### config.mk
export PLATFORM = sky130hd
export DESIGN_NAME = mbsrm_fifo
export DESIGN_NICKNAME = d
export VERILOG_FILES = /design/src/rtl/mbsrm_pkg.sv /design/src/rtl/mbsrm_fifo.sv
export SDC_FILE = /design/constraint.sdc
export NUM_CORES = 1
export LEC_CHECK = 0
export BUFFER_PORTS_ARGS = -buffer_cell sky130_fd_sc_hd__buf_2
export CAP_MARGIN = 20
export CELL_PAD_IN_SITES_DETAIL_PLACEMENT = 1
export CELL_PAD_IN_SITES_GLOBAL_PLACEMENT = 1
export CORE_UTILIZATION = 30
export CTS_BUF_LIST = sky130_fd_sc_hd__clkbuf_8 sky130_fd_sc_hd__clkbuf_16
export DETAILED_ROUTE_END_ITERATION = 7
export PLACE_DENSITY = 0.66
export SLEW_MARGIN = 20
export SYNTH_ARGS = -nofsm -noshare
export SYNTH_HDL_FRONTEND = slang
export SYNTH_SLANG_ARGS = --single-unit
### constraint.sdc
create_clock -name clk -period 10.3 [get_ports clk]
set_input_delay 0.515 -clock clk [delete_from_list [all_inputs] [get_ports clk]]
set_output_delay 0.515 -clock clk [all_outputs]
set_load 0.01 [all_outputs]
### src/rtl/mbsrm_pkg.sv
`timescale 1ns / 1ps
// ----------------------------------------------------------------------------
// mbsrm_pkg
// Shared types and constants of the Modbus server register map.
// ----------------------------------------------------------------------------
package mbsrm_pkg;

  localparam int NUM_COILS      = 2048;
  localparam int NUM_DISCRETE   = 2048;
  localparam int NUM_HOLDING    = 256;
  localparam int NUM_INPUT_REGS = 256;
  localparam int STAGE_DEPTH    = 256;

  localparam int COIL_AW  = (NUM_COILS > 1)      ? $clog2(NUM_COILS)      : 1;
  localparam int DISC_AW  = (NUM_DISCRETE > 1)   ? $clog2(NUM_DISCRETE)   : 1;
  localparam int HOLD_AW  = (NUM_HOLDING > 1)    ? $clog2(NUM_HOLDING)    : 1;
  localparam int INREG_AW = (NUM_INPUT_REGS > 1) ? $clog2(NUM_INPUT_REGS) : 1;
  localparam int STG_AW   = $clog2(STAGE_DEPTH);

  localparam int CLR_N01 = (NUM_COILS > NUM_DISCRETE) ? NUM_COILS : NUM_DISCRETE;
  localparam int CLR_N23 = (NUM_HOLDING > NUM_INPUT_REGS) ? NUM_HOLDING : NUM_INPUT_REGS;
  localparam int CLR_N   = (CLR_N01 > CLR_N23) ? CLR_N01 : CLR_N23;
  localparam int CLR_AW  = (CLR_N > 1) ? $clog2(CLR_N) : 1;

  localparam logic [15:0] MAX_BITS  = 16'd2000;
  localparam logic [15:0] MAX_WORDS = 16'd125;
  localparam logic [15:0] COIL_ON   = 16'hFF00;
  localparam logic [15:0] COIL_OFF  = 16'h0000;

  localparam logic [7:0] FC_RD_COILS = 8'd1;
  localparam logic [7:0] FC_RD_DISC  = 8'd2;
  localparam logic [7:0] FC_RD_HOLD  = 8'd3;
  localparam logic [7:0] FC_RD_INREG = 8'd4;
  localparam logic [7:0] FC_WR_COIL  = 8'd5;
  localparam logic [7:0] FC_WR_REG   = 8'd6;
  localparam logic [7:0] FC_WR_COILS = 8'd15;
  localparam logic [7:0] FC_WR_REGS  = 8'd16;

  typedef enum logic [1:0] {
    KIND_HEADER, KIND_PAYLOAD, KIND_SET_DI, KIND_SET_IR
  } kind_t;

  typedef enum logic [1:0] {
    EXC_NONE, EXC_FUNCTION, EXC_ADDRESS, EXC_VALUE
  } exc_t;

  typedef enum logic [1:0] {
    OP_NOP, OP_SERVE, OP_SET_DI, OP_SET_IR
  } op_t;

  typedef enum logic [4:0] {
    ST_CLEAR, ST_IDLE, ST_EXEC, ST_EXC, ST_ECHO,
    ST_RB_HDR, ST_RB_REQ, ST_RB_ACC, ST_RB_PUSH,
    ST_RW_HDR, ST_RW_REQ, ST_RW_HI, ST_RW_LO,
    ST_WC_REQ, ST_WC_WR, ST_WR_A, ST_WR_B, ST_WR_C
  } bk_state_t;

  typedef struct packed {
    logic              stage;
    logic [STG_AW-1:0] stage_idx;
    logic [7:0]        stage_byte;
    op_t               op;
    logic [7:0]        fc;
    logic [15:0]       addr;
    logic [15:0]       qv;
    logic [7:0]        pc;
  } cmd_t;

  typedef struct packed {
    logic clearing;
  } bk_status_t;

endpackage

### src/rtl/mbsrm_fifo.sv
`timescale 1ns / 1ps
// ----------------------------------------------------------------------------
// mbsrm_fifo
// Two-entry command queue between front and back end.
// ----------------------------------------------------------------------------
module mbsrm_fifo (
  input  logic            clk,
  input  logic            rst_n,
  input  logic            push,
  input  mbsrm_pkg::cmd_t push_cmd,
  input  logic            pop,
  output mbsrm_pkg::cmd_t pop_cmd,
  output logic            full,
  output logic            empty
);
  import mbsrm_pkg::*;

  cmd_t       entry_r [2];
  logic       wr_ptr_r, rd_ptr_r;
  logic [1:0] count_r;

  assign full    = (count_r == 2'd2);
  assign empty   = (count_r == 2'd0);
  assign pop_cmd = entry_r[rd_ptr_r];

  always_ff @(posedge clk) begin
    if (!rst_n) begin
      wr_ptr_r <= 1'b0;
      rd_ptr_r <= 1'b0;
      count_r  <= 2'd0;
    end else begin
      if (push) wr_ptr_r <= !wr_ptr_r;
      if (pop)  rd_ptr_r <= !rd_ptr_r;
      count_r <= count_r + {1'b0, push} - {1'b0, pop};
    end
    if (push) entry_r[wr_ptr_r] <= push_cmd;
  end

endmodule

# After elaboration in Yosys (flattened, before gate mapping)
# Memories as Yosys holds them, arrays and structs flattened. A register that Yosys moved wholly into a read port is not among the register bits.
# Index checks and enable logic that the tools add are counted.
dict set report totals {
  reg_bits 4
  ramBits 134
  in_bits 71
  out_inout_bits 69
  elab_cells 14
  memories 1
}
# memory depth width rd rd_ports_with_merged_regs wr line_no
set memory_table {}
lappend memory_table {entry_r 2 67 1 1 1 mbsrm_fifo.sv:18} ;# cmd_t entry_r [2];
dict set report op_classes {
  addsub 2
  n_eq_ne 1
  muxes 4
  n_reduce_logical 3
}
# operator count
set ops {}
lappend ops {{$mux 1} 4}
lappend ops {{$add 2x1->2} 1}
lappend ops {{$eq 2x2->1 const B} 1}
lappend ops {{$logic_not 1->1} 2}
lappend ops {{$logic_not 2->1} 1}
lappend ops {{$sub 2x1->2} 1}

# Depth between registers and ports, before layout
dict set report logic_depth {
  depth_word 3
  ltp_mapped 6
  mapped_depth_nobuf 6
}

# Worst setup path before layout
# Ideal clock, no wire load.
dict set report synth_path {
  path_type {input to register}
  start {input port push}
  end {memory entry_r[0][0] (netlist name) (enable)}
  setup_time_ps 501
  arrival_ps 3489
  required_ps 9799
  setup_slack_ps 6310
  cell_stages 1
  n_path_buf 0
  cell_sequence {nor2b_1}
}
dict set report synth_via {
  elab_chain_cells 2
}
# element line_no
set synth_lines {}
lappend synth_lines {{start: declaration} mbsrm_fifo.sv:9} ;# input logic push,
lappend synth_lines {{$mux 1} mbsrm_fifo.sv:36} ;# if (push) entry_r[wr_ptr_r] <= push_cmd;
lappend synth_lines {{$mux 1 (not written as such)} mbsrm_fifo.sv:36}
lappend synth_lines {{end: declaration} mbsrm_fifo.sv:18}
# No other way between the ends.

==> results by group <==
STA
  • RSZ-0062 raised after global routing: no
  • Final hold vios: 0
  • Final period util: 25.9%
  • Layout Skew: 0.00555 ns
  • Pins over their slew limit: 0
  • Worst slew margin: 29.1%
  • Minimum clock period: 2.67 ns
  • Top achievable clock speed: 0.374 GHz
  • Setup TNS: 0 ns
  • Setup slack after layout: ~7.6 ns
  • Worst-Margin Slew: 1.06 ns
  • Final setup vio count: 0

Setup path
  • Startpoint Class: flip-flop
  • Crit path max fanout: 67
  • Worst path required time: 9.79 ns
  • Worst path arrival time: 2.16 ns
  • Critical path type: flip-flop to output pin
  • Setup crit end kind: output pin

Drt
  • DRT antenna net count: 0
  • Via count: 2604
  • Vias per std cell: 4.23
  • DR pass1 iterations: 4
  • Initial DRC Count: 138
  • DRC violations left: 0
  • Drt wl/cell: roughly 16 um
  • Drt total wl: around 10 mm

Synthesis
  • Netlist cell types: 15
  • Sequential-to-total area share from yosys stat: 79.7%
  • Synth area leader: edfxtp_1
  • Synthesized Nets: just over 300
  • Post-synth EDFFs: 134
  • Cell with the most instances after synthesis: edfxtp_1
  • #FFs+latches synth: 139
  • Cells after synthesis: about 230
  • Mapped Avg Cell Area: 22.6 um2
  • Syn. warnings: 0
  • Main synth FF type: edfxtp_1
  • Cell Area, Synth: 5170 um2
  • Yosys top cell area share: 77.8%
  • Synth top area cells: edfxtp_1 78%, mux2_4 8.7%, mux2_2 8.1%, dfxtp_1 1.9%, buf_6 0.65%
  • Commonest cells post-synth: 134 x edfxtp_1, 37 x mux2_2, 30 x mux2_4
  • FFs w/ async S/R, synth: 0%

Floorplanning
  • Rows: 47
  • Initial core utilization: between 30% and 40%
  • Die width: 133 um
  • Die ar.: 17800 um2
  • Placeable Area: 16700 um2
  • Die Ht: 133 um
  • Ports: 140

Pwr
  • Leakage: 0.00257 uW
  • Power density cells: 206 nW/um2
  • Peak supply drop: between 0.09 and 0.1 mV

Clocking
  • Longest Clk Path Bufs: 2
  • Post-CTS Resized: 0
  • Hold_buf cts: 0
  • # H-tree levels: 4
  • Setup Buffers After CTS: 0
  • CTS tree: done
  • Clock root cell: clkbuf_16
  • CTS clk-pin slew, worst paths: 0.06 ns
  • Total CTS buffers: 17
  • Clk_lat worst skew: about 0.41 ns
  • Sink Count: around 140

Hold path
  • HP Class: input port to flip-flop

GRT
  • Total grt overflow: 0
  • Vias in the first global route: just under 3000
  • Initial antenna violation count: 1
  • First-pass GRT wire length: between 15 and 20 mm
  • Total GRT Usage: 11.6%
  • Largest net degree at the start of global routing: 69

Place
  • Final Wtd Congestion: 0.672
  • Placed Area: 6120 um2
  • Post-Place Worst Slack: 8.03 ns
  • DP HPWL: 6.07 mm
  • IO Port Bufs: 139

Finish
  • Reg area: 4130 um2
  • # diodes: 0
  • Finished Cell Area: 6680 um2
  • Fill count: ~1700
  • Post-layout net count: 455
  • Layout cell share with drive strength beyond 1: between 60% and 70%
  • P&R area growth vs syn: 29.1%
  • Finished Core Util: 40.0%
  • Footprint of the multi-input gates: about 990 um2

Run status
  • Outcome: completed

Job
  • MaxCap Viol Count: 0
## metal layers
| metal | global-route usage (%) | up-vias | wire (um) | part of all wire (%) |
|---|---|---|---|---|
| li1 | - | 1210 | - | - |
| met2 | 19.4 | 86 | 4930 | 51 |
| met3 | 4.34 | 12 | 607 | 6.2 |
| met5 | 0 | - | 0 | 0 |
| met1 | 12.9 | 1296 | 4030 | 41 |
| met4 | 6.12 | 0 | 159 | 1.6 |
## layout by cell type, fill, tap and decap left out
cell	instances
buf_2	139
edfxtp_1	134
mux2_2	37
mux2_4	30
clkbuf_16	17
inv_1	4
clkinv_2	4
dfxtp_1	4
and2_1	3
nor2b_1	3
clkinvlp_4	3
ha_1	2
bufinv_16	2
clkinv_1	2
clkinv_4	2
buf_4	2
nor2b_4	1
nor2_1	1
xor2_1	1
and2_4	1
o21a_1	1
xnor3_1	1
dfxtp_4	1
## kinds of logic (layout without fill, tap and decap cells)
logic type	after synthesis	in the layout	share of synthesized area [%]
flops	139	139	79.7
mux	67	67	16.8
simple gates	9	9	1.04
buf+inv	9	175	1.23
fa+ha+maj	2	2	0.484
xor+xnor	2	2	0.605
compound gates	1	1	0.145
## flip-flops by register name, indices dropped and copies added (netlist names), named ones only
| register | cells |
|---|---|
| rd_ptr_r | 1 |
| count_r | 2 |
| entry_r | 134 |
| wr_ptr_r | 1 |
## final timing paths
| check | startpoint | cells past startpoint | end | slack [ns] |
|---|---|---|---|---|
| worst max-delay path | flip-flop | 3 | pop_cmd[34] | 7.63 |
| worst min-delay path | push_cmd[4] | 1 | entry_r[1][4]$_DFFE_PP_ | 0.29 |
| worst max register to register | wr_ptr_r$_SDFFE_PN0P_ | 1 | entry_r[1][38]$_DFFE_PP_ | 8.67 |
| worst min register to register | rd_ptr_r$_SDFFE_PN0P_ | 2 | flip-flop | 0.60 |
## metrics by stage
step	cells	hold WS [ns]	total power [uW]
after global routing	615	0.269	1430
after detailed placement	583	0.592	818
after CTS	615	0.267	1400
after global placement	583	0.559	813
final	615	0.290	1380
after floorplan	229	0.555	760
## critical path: stages, from the launching register on
cell and delay, ns:
dfxtp_4 0.33, buf_4 0.75, mux2_2 0.42, buf_2 0.14
## power breakdown
part | internal, uW | total, uW | switching (uW)
registers | 654 | 663 | 8.41
logic | 71.1 | 139 | 68.2
clock network | 351 | 576 | 225
## layout make-up
cell class                 count  area share [%]
inverter                       2           0.112
clock inverter                15            2.02
sequential                   139            61.8
timing repair buffer         141            10.6
multi-input combinational     81            14.9
clock buffer                  17            6.37
tap                          220            4.12
(Power assumes the default switching activity.)
