## src/rtl/mbsrm_pkg.sv

```systemverilog
`timescale 1ns / 1ps
// ----------------------------------------------------------------------------
// mbsrm_pkg
// Shared types and constants of the Modbus server register map.
// ----------------------------------------------------------------------------
package mbsrm_pkg;

  localparam int NUM_COILS      = 2048;
  localparam int NUM_DISCRETE   = 2048;
  localparam int NUM_HOLDING    = 256;
  localparam int NUM_INPUT_REGS = 256;
  localparam int STAGE_DEPTH    = 256;

  localparam int COIL_AW  = (NUM_COILS > 1)      ? $clog2(NUM_COILS)      : 1;
  localparam int DISC_AW  = (NUM_DISCRETE > 1)   ? $clog2(NUM_DISCRETE)   : 1;
  localparam int HOLD_AW  = (NUM_HOLDING > 1)    ? $clog2(NUM_HOLDING)    : 1;
  localparam int INREG_AW = (NUM_INPUT_REGS > 1) ? $clog2(NUM_INPUT_REGS) : 1;
  localparam int STG_AW   = $clog2(STAGE_DEPTH);

  localparam int CLR_N01 = (NUM_COILS > NUM_DISCRETE) ? NUM_COILS : NUM_DISCRETE;
  localparam int CLR_N23 = (NUM_HOLDING > NUM_INPUT_REGS) ? NUM_HOLDING : NUM_INPUT_REGS;
  localparam int CLR_N   = (CLR_N01 > CLR_N23) ? CLR_N01 : CLR_N23;
  localparam int CLR_AW  = (CLR_N > 1) ? $clog2(CLR_N) : 1;

  localparam logic [15:0] MAX_BITS  = 16'd2000;
  localparam logic [15:0] MAX_WORDS = 16'd125;
  localparam logic [15:0] COIL_ON   = 16'hFF00;
  localparam logic [15:0] COIL_OFF  = 16'h0000;

  localparam logic [7:0] FC_RD_COILS = 8'd1;
  localparam logic [7:0] FC_RD_DISC  = 8'd2;
  localparam logic [7:0] FC_RD_HOLD  = 8'd3;
  localparam logic [7:0] FC_RD_INREG = 8'd4;
  localparam logic [7:0] FC_WR_COIL  = 8'd5;
  localparam logic [7:0] FC_WR_REG   = 8'd6;
  localparam logic [7:0] FC_WR_COILS = 8'd15;
  localparam logic [7:0] FC_WR_REGS  = 8'd16;

  typedef enum logic [1:0] {
    KIND_HEADER, KIND_PAYLOAD, KIND_SET_DI, KIND_SET_IR
  } kind_t;

  typedef enum logic [1:0] {
    EXC_NONE, EXC_FUNCTION, EXC_ADDRESS, EXC_VALUE
  } exc_t;

  typedef enum logic [1:0] {
    OP_NOP, OP_SERVE, OP_SET_DI, OP_SET_IR
  } op_t;

  typedef enum logic [4:0] {
    ST_CLEAR, ST_IDLE, ST_EXEC, ST_EXC, ST_ECHO,
    ST_RB_HDR, ST_RB_REQ, ST_RB_ACC, ST_RB_PUSH,
    ST_RW_HDR, ST_RW_REQ, ST_RW_HI, ST_RW_LO,
    ST_WC_REQ, ST_WC_WR, ST_WR_A, ST_WR_B, ST_WR_C
  } bk_state_t;

  typedef struct packed {
    logic              stage;
    logic [STG_AW-1:0] stage_idx;
    logic [7:0]        stage_byte;
    op_t               op;
    logic [7:0]        fc;
    logic [15:0]       addr;
    logic [15:0]       qv;
    logic [7:0]        pc;
  } cmd_t;

  typedef struct packed {
    logic clearing;
  } bk_status_t;

endpackage

```

## src/rtl/mbsrm_if.sv

```systemverilog
`timescale 1ns / 1ps
// ----------------------------------------------------------------------------
// mbsrm_in_if / mbsrm_out_if
// Valid/ready channels for request items and response items.
// ----------------------------------------------------------------------------
interface mbsrm_in_if;
  logic        valid;
  logic        ready;
  logic [1:0]  kind;
  logic [7:0]  fcode;
  logic [15:0] start_address;
  logic [15:0] qty_value;
  logic [7:0]  payload_count;
  logic [7:0]  payload_byte;

  modport source (output valid, kind, fcode, start_address, qty_value,
                  payload_count, payload_byte, input ready);
  modport sink (input valid, kind, fcode, start_address, qty_value,
                payload_count, payload_byte, output ready);
endinterface


```

## src/rtl/mbsrm_front.sv

```systemverilog
`timescale 1ns / 1ps
// ----------------------------------------------------------------------------
// mbsrm_front
// Accepts items, tracks the pending write-multiple header and turns items
// into commands for the back end.
// ----------------------------------------------------------------------------
module mbsrm_front (
  input  logic                   clk,
  input  logic                   rst_n,
  mbsrm_in_if.sink               in_ch,
  input  mbsrm_pkg::bk_status_t  bk_status,
  input  logic                   q_full,
  output logic                   q_push,
  output mbsrm_pkg::cmd_t        q_cmd
);
  import mbsrm_pkg::*;

  logic        pend_valid_r, pend_valid_nxt;
  logic [7:0]  pend_fc_r, pend_fc_nxt;
  logic [15:0] pend_addr_r, pend_addr_nxt;
  logic [15:0] pend_qv_r, pend_qv_nxt;
  logic [7:0]  pend_pc_r, pend_pc_nxt;
  logic [7:0]  staged_cnt_r, staged_cnt_nxt;
  logic        accept;
  logic [7:0]  cnt_inc;

  assign in_ch.ready = !q_full && !bk_status.clearing;
  assign accept      = in_ch.valid && in_ch.ready;
  assign cnt_inc     = staged_cnt_r + 8'd1;

  always_comb begin
    pend_valid_nxt = pend_valid_r;
    pend_fc_nxt    = pend_fc_r;
    pend_addr_nxt  = pend_addr_r;
    pend_qv_nxt    = pend_qv_r;
    pend_pc_nxt    = pend_pc_r;
    staged_cnt_nxt = staged_cnt_r;
    q_push         = 1'b0;
    q_cmd.stage      = 1'b0;
    q_cmd.stage_idx  = staged_cnt_r[STG_AW-1:0];
    q_cmd.stage_byte = in_ch.payload_byte;
    q_cmd.op         = OP_NOP;
    q_cmd.fc         = in_ch.fcode;
    q_cmd.addr       = in_ch.start_address;
    q_cmd.qv         = in_ch.qty_value;
    q_cmd.pc         = in_ch.payload_count;
    if (accept) begin
      case (kind_t'(in_ch.kind))
        KIND_HEADER: begin
          pend_valid_nxt = 1'b0;
          staged_cnt_nxt = 8'd0;
          if ((in_ch.fcode == FC_WR_COILS || in_ch.fcode == FC_WR_REGS)
              && in_ch.payload_count != 8'd0) begin
            pend_valid_nxt = 1'b1;
            pend_fc_nxt    = in_ch.fcode;
            pend_addr_nxt  = in_ch.start_address;
            pend_qv_nxt    = in_ch.qty_value;
            pend_pc_nxt    = in_ch.payload_count;
          end else begin
            q_push   = 1'b1;
            q_cmd.op = OP_SERVE;
          end
        end
        KIND_PAYLOAD: begin
          if (pend_valid_r) begin
            q_cmd.stage    = (32'(staged_cnt_r) < STAGE_DEPTH);
            q_cmd.fc       = pend_fc_r;
            q_cmd.addr     = pend_addr_r;
            q_cmd.qv       = pend_qv_r;
            q_cmd.pc       = pend_pc_r;
            staged_cnt_nxt = cnt_inc;
            if (cnt_inc == pend_pc_r) begin
              q_cmd.op       = OP_SERVE;
              pend_valid_nxt = 1'b0;
              staged_cnt_nxt = 8'd0;
            end
            q_push = q_cmd.stage || (q_cmd.op == OP_SERVE);
          end
        end
        KIND_SET_DI: begin
          q_push   = 1'b1;
          q_cmd.op = OP_SET_DI;
        end
        KIND_SET_IR: begin
          q_push   = 1'b1;
          q_cmd.op = OP_SET_IR;
        end
        default: ;
      endcase
    end
  end

  always_ff @(posedge clk) begin
    if (!rst_n) begin
      pend_valid_r <= 1'b0;
      staged_cnt_r <= 8'd0;
    end else begin
      pend_valid_r <= pend_valid_nxt;
      staged_cnt_r <= staged_cnt_nxt;
    end
    pend_fc_r   <= pend_fc_nxt;
    pend_addr_r <= pend_addr_nxt;
    pend_qv_r   <= pend_qv_nxt;
    pend_pc_r   <= pend_pc_nxt;
  end

endmodule

```

## src/flat_wrapper.sv

```systemverilog
// flat-port wrapper written by rule: the top's interface ports become plain ports
module mbsrm_front_flat import mbsrm_pkg::*;
  (clk, rst_n, bk_status, q_full, q_push, q_cmd, in_ch_valid, in_ch_kind, in_ch_fcode, in_ch_start_address, in_ch_qty_value, in_ch_payload_count, in_ch_payload_byte, in_ch_ready);
  mbsrm_in_if in_ch_i ();
  input  logic clk;
  input  logic rst_n;
  input  mbsrm_pkg::bk_status_t bk_status;
  input  logic q_full;
  output logic q_push;
  output mbsrm_pkg::cmd_t q_cmd;
  input wire logic [$bits(in_ch_i.valid)-1:0] in_ch_valid;
  input wire logic [$bits(in_ch_i.kind)-1:0] in_ch_kind;
  input wire logic [$bits(in_ch_i.fcode)-1:0] in_ch_fcode;
  input wire logic [$bits(in_ch_i.start_address)-1:0] in_ch_start_address;
  input wire logic [$bits(in_ch_i.qty_value)-1:0] in_ch_qty_value;
  input wire logic [$bits(in_ch_i.payload_count)-1:0] in_ch_payload_count;
  input wire logic [$bits(in_ch_i.payload_byte)-1:0] in_ch_payload_byte;
  output wire logic [$bits(in_ch_i.ready)-1:0] in_ch_ready;
  assign in_ch_i.valid = in_ch_valid;
  assign in_ch_i.kind = in_ch_kind;
  assign in_ch_i.fcode = in_ch_fcode;
  assign in_ch_i.start_address = in_ch_start_address;
  assign in_ch_i.qty_value = in_ch_qty_value;
  assign in_ch_i.payload_count = in_ch_payload_count;
  assign in_ch_i.payload_byte = in_ch_payload_byte;
  assign in_ch_ready = in_ch_i.ready;
  mbsrm_front u_core (.clk(clk), .rst_n(rst_n), .in_ch(in_ch_i), .bk_status(bk_status), .q_full(q_full), .q_push(q_push), .q_cmd(q_cmd));
endmodule
```

## config.mk

```make
export PLATFORM = sky130hd
export DESIGN_NAME = mbsrm_front_flat
export DESIGN_NICKNAME = d
export VERILOG_FILES = /design/src/rtl/mbsrm_pkg.sv /design/src/rtl/mbsrm_if.sv /design/src/rtl/mbsrm_front.sv /design/src/flat_wrapper.sv
export SDC_FILE = /design/constraint.sdc
export NUM_CORES = 1
export LEC_CHECK = 0
export ABC_AREA = 0
export BUFFER_PORTS_ARGS = -buffer_cell sky130_fd_sc_hd__buf_2
export CORE_AREA = 2 2 78 118
export DETAILED_ROUTE_END_ITERATION = 10
export DIE_AREA = 0 0 80 120
export PLACE_DENSITY = 0.72
export SETUP_SLACK_MARGIN = 0.05
export SLEW_MARGIN = 0
export SYNTH_ARGS = -nofsm -noshare
export SYNTH_HDL_FRONTEND = slang
export SYNTH_SLANG_ARGS = --single-unit
```

## constraint.sdc

```tcl
create_clock -name clk -period 6.95 [get_ports clk]
set_input_delay 0.695 -clock clk [delete_from_list [all_inputs] [get_ports clk]]
set_output_delay 0.695 -clock clk [all_outputs]
set_load 0.02 [all_outputs]
```

-- After elaboration in Yosys (flattened, before gate mapping)
Index checks and enable logic that the tools add are counted.
- bits in registers: 57
- bits of input ports: 63
- output and inout bits: 69
- word-level logic and storage cells: 46
- reduce and logical (&&, ||, !) cells: 13
- eq/ne operators: 7
- add/subtract/negate cells: 1
- mux-type cells: 19
- operator list (kind ; number):
    50-bit two-way mux ; 2
    48-bit two-way mux ; 1
    8-bit two-way mux ; 2
    8-bit case mux with 2 select lines ; 1
    1-bit two-way mux ; 10
    8-bit by 1-bit adder with 8-bit output, second input constant ; 1
    8-bit by 4-bit equality test with 1-bit output, second input constant ; 1
    8-bit by 5-bit equality test with 1-bit output, second input constant ; 1
    8-bit equality test ; 1
    2-bit case mux with 4 select lines ; 1
    8-bit nonzero test ; 1
    3-bit AND reduction ; 2
    2-bit equality test, second input constant ; 2
    1-bit logical AND ; 3
    1-bit case mux with 3 select lines ; 1
    2-bit by 1-bit equality test with 1-bit output, second input constant ; 1
    1-bit zero test ; 2
    2-bit zero test ; 1
    2-bit by 1-bit inequality test with 1-bit output, second input constant ; 1
    1-bit case mux with 2 select lines ; 1
    2-bit AND reduction ; 1
    2-bit nonzero test ; 1
    2-bit OR reduction ; 1
    1-bit logical OR ; 1

-- Depth between registers and ports, before layout
- depth in word-level cells: 6
- depth in mapped cells: 8
- depth with buffers taken out: 7

-- Worst setup path after synthesis
No wires, ideal clock.
- kind: input-to-reg
- from: input bk_status
- to: register u_core.pend_addr_r[0], enable pin
- library setup time: 0.513 ns
- stages: 3
- buffers on the path: 0
- setup slack: 1.880 ns
- arrival: 4.556 ns
- required time: 6.437 ns
- cell sequence: nor2_1 -> nand2_1 -> nor3_1
- cells in the longest elaborated chain, start to end: 4
- RTL lines (item ; RTL line ; text):
    start: declaration ; flat_wrapper.sv:7 ; input mbsrm_pkg::bk_status_t bk_status;
    1-bit zero test ; mbsrm_front.sv:27 ; assign in_ch.ready = !q_full && !bk_status.clearing;
    1-bit logical AND ; mbsrm_front.sv:27 ;
    1-bit logical AND ; mbsrm_front.sv:28 ; assign accept = in_ch.valid && in_ch.ready;
    3-bit AND reduction (no line) ; - ;
    end signal: assignment ; mbsrm_front.sv:102 ; pend_addr_r <= pend_addr_nxt;
    end: declaration ; mbsrm_front.sv:20 ; logic [15:0] pend_addr_r, pend_addr_nxt;
Every way passes these cells.
A chain may end at the register's enable or synchronous reset.

==> summary.md <==
| Metric | Value |
|---|---|
| DRC viols | `0` |
| RSZ-0062 raised after global routing | `no` |
| Chip width | `80 um` |
| Max-cap violations | `0` |
| Pin count of the biggest net entering global routing | `54` |
| Worst hold path cell count | `2` |
| Setup violators final | `0` |
| Top FF cell, synth | `edfxtp_1` |
| Worst relative slew slack | `0.217` |
| Worst Hold Class | `flip-flop to flip-flop` |
| H-tree Lvls | `3` |
| Drt total wl | `6.49 mm` |
| Clk buf depth | `2` |
| Pwr Total | `0.000904 W` |
| Detailed Route Iter0 Violations | `130` |
| First-pass GRT wire length | `10.3 mm` |
| Worst R2R Path Depth | `7` |
| Via Count | `2,144` |
| Fillers | `822` |
| DRT Pass-1 Iters | `4` |
| Final worst setup slack | `3.20 ns` |
| Synth-to-Final Area Change | `30.7%` |
| WHS Endpoint | `u_core.pend_valid_r$_SDFFE_PN0P_` |
| Total congestion overflow | `0` |
| Clk pwr share | `0.505` |
| Cell area after synthesis | `2930 sq um` |
| P_leak | `1.47 nW` |
| Critical R2R Capture | `u_core.staged_cnt_r[7]$_SDFFE_PN0P_` |
| Mean Syn Cell Area | `13.7 sq um` |
| Synthesis Warnings | `0` |
| Ports | `132` |
| Nature of the critical path endpoint | `output pin` |
| Post-synth ARST share | `0` |
| Syn nets | `278` |
| Number of global-route vias before repair | `2,120` |
| Register area | `1620 sq um` |
| Reg2Reg Setup Slack | `4.57 ns` |
| Post-synth EDFFs | `48` |
| CTS root buf | `clkbuf_16` |
| Switch Pwr | `0.000189 W` |
| CP Max Fanout | `53` |
| Critical Path AT | `3.05 ns` |
| Fin Clk Skew | `0.00489 ns` |
| Mapped Cells | `214` |
| Comb pwr share | `0.085` |
| Antenna diodes | `0` |
| VDD IR-drop max | `0.159 mV` |
| HPWL after DPL | `4.73 mm` |
| Fmax | `267 MHz` |
| Starting Density | `0.340` |
| Reg-to-Reg Start | `u_core.staged_cnt_r[0]$_SDFFE_PN0P_` |
| Worst endpoint required time | `6.25 ns` |
| Fin Setup TNS | `0 ns` |
| Final count of hold timing violations | `0` |
| WS Path Type | `input pin to output pin` |
| Post-synthesis cell type count | `45` |
| Cells resized by post-CTS repair | `0` |
| Cell Int Power | `0.000715 W` |
| I/O Buffers | `115` |
| Vias per cell | `4.89` |
| Status | `finished, final reports clean` |
| Post-route ant nets | `0` |
| DR WL/cell | `14.8 um` |
| Total GRT Usage | `0.140` |
| Clk_lat worst skew | `0.32 ns` |
| Switching part of the total | `0.209` |
| CTS clk-pin slew, worst paths | `0.05 ns` |
| CP startpoint kind | `input pin` |
| Clock sinks | `57` |
| Die ar. | `9600 sq um` |
| Crit path time final | `3.75 ns` |
| Post-CTS Setup Bufs | `0` |
| Register area share after synthesis | `0.553` |
| Multi-input combinational cell area | `1160 sq um` |
| Post-synthesis register bit count | `57` |
| Core Box Area | `8620 sq um` |
| Final slew viol count | `0` |
| Seq pwr share | `0.410` |
| Pwr Density | `236 nW/um^2` |
| Tightest Pin Transition | `1.17 ns` |
| Initial antenna violation count | `0` |
| Fraction of layout cells with a size suffix above 1 | `0.576` |
| Hold_sp | `u_core.pend_valid_r$_SDFFE_PN0P_` |
| Nets | `387` |
| Fin crit share | `0.539` |
| Pre-CTS setup slack | `3.18 ns` |
| Die span in y | `120 um` |
| CTS tree | `built` |
| GP Congestion | `0.842` |
| Rows | `42` |
| Cts bufs inserted | `9` |
| # hold bufs at CTS | `0` |
[state kept, by name (all words and copies together) (netlist names)]
| register | flops |
|---|---|
| u_core.pend_qv_r | 16 |
| u_core.staged_cnt_r | 8 |
| u_core.pend_fc_r | 8 |
| u_core.pend_addr_r | 16 |
| u_core.pend_valid_r | 1 |
| u_core.pend_pc_r | 8 |
[layout make-up]
| type | instances | area share |
|---|---|---|
| clock buffer | 10 | 0.0598 |
| inverter | 5 | 0.00490 |
| sequential | 57 | 0.423 |
| clock inverter | 6 | 0.0216 |
| multi-input combinational | 134 | 0.302 |
| timing repair buffer | 116 | 0.152 |
| tap | 110 | 0.0359 |
[power by group through the flow]
stage	registers, W	logic [W]	clock network [W]
final	0.000371	0.0000767	0.000457
after global routing	0.000370	0.0000826	0.000485
after CTS	0.000370	0.0000775	0.000468
after detailed placement	0.000377	0.0000772	0
after global placement	0.000377	0.0000766	0
after floorplan	0.000377	0.0000458	0
[layer usage]
| metal | global-route usage | vias to the layer above | wire [um] |
|---|---|---|---|
| met5 | 0 | - | 0 |
| met4 | 0.0699 | 0 | 135 |
| met3 | 0.0383 | 15 | 416 |
| met2 | 0.220 | 76 | 3290 |
| met1 | 0.173 | 1020 | 2650 |
| li1 | - | 1033 | - |
[synthesized netlist by cell type, drive strengths merged, types with 2 or more instances]
cell type	count	area, sq um
mux2	49	552
edfxtp	48	1440
buf	17	124
nand2	15	56.3
dfxtp	9	180
nand3	9	57.6
inv	5	18.8
nor2	5	18.8
a21oi	4	20.0
nand4	4	25.0
nor4	4	25.0
o21ai	4	20.0
xnor2	4	35.0
xor2	4	35.0
o311ai	3	33.8
a21boi	2	15.0
and2	2	13.8
and3	2	13.8
mux2i	2	20.0
nand3b	2	15.0
nor4b	2	17.5
or3	2	17.5
[logic make-up (layout without fill, tap and decap cells)]
logic type / after synthesis / after routing / share of synthesized area
muxes: 51 / 51 / 0.195
DFF: 57 / 57 / 0.553
adders and majority gates: 1 / 1 / 0.00427
AOI/OAI and AO/OA: 22 / 22 / 0.0670
buffers and inverters: 23 / 137 / 0.0534
and+or+nand+nor: 52 / 52 / 0.103
xor gates and xnor gates: 8 / 8 / 0.0239
[placed cells by master (no fill, tap or decap), types with 3 or more instances in the layout]
cell / netlist / layout
a21oi_1: 4 / 4
buf_2: 6 / 115
clkbuf_16: 0 / 9
clkinv_2: 0 / 3
dfxtp_1: 9 / 9
edfxtp_1: 48 / 48
inv_1: 5 / 5
mux2_2: 49 / 49
nand2_1: 15 / 15
nand3_1: 8 / 8
nand4_1: 4 / 4
nor2_1: 5 / 5
nor4_1: 4 / 4
o21ai_0: 4 / 4
xnor2_1: 4 / 4
xor2_1: 4 / 4
[metrics by stage]
step           cells  utilization  cell area (sq um)  hold WS (ns)
5_1_grt          438        0.445               3830         0.550
6_report         438        0.445               3830         0.508
2_1_floorplan    214            -               2930         0.474
4_1_cts          438        0.445               3830         0.512
3_3_place_gp     422        0.408               3520         0.503
3_5_place_dp     422        0.408               3520         0.505
[worst max-delay path by stage]
stage                        startpoint                         endpoint  slack, ns  cells after the start
after floorplan               bk_status  u_core.pend_addr_r[0]$_DFFE_PP_       1.88                      3
after global placement    in_ch_kind[1]                         q_cmd[6]       3.32                      5
after detailed placement  in_ch_kind[1]                         q_cmd[6]       3.18                      5
after CTS                 in_ch_kind[1]                         q_cmd[6]       3.20                      5
after global routing      in_ch_kind[1]                         q_cmd[6]       2.95                      5
final                     in_ch_kind[1]                         q_cmd[6]       3.20                      5
[worst max-delay path, stage by stage]
cell and delay [ns]:
buf_2 0.12, nor4b_1 0.54, and3_2 1.08, mux2_2 0.44, buf_2 0.16
Note: power is estimated with default switching activity, not from simulation.
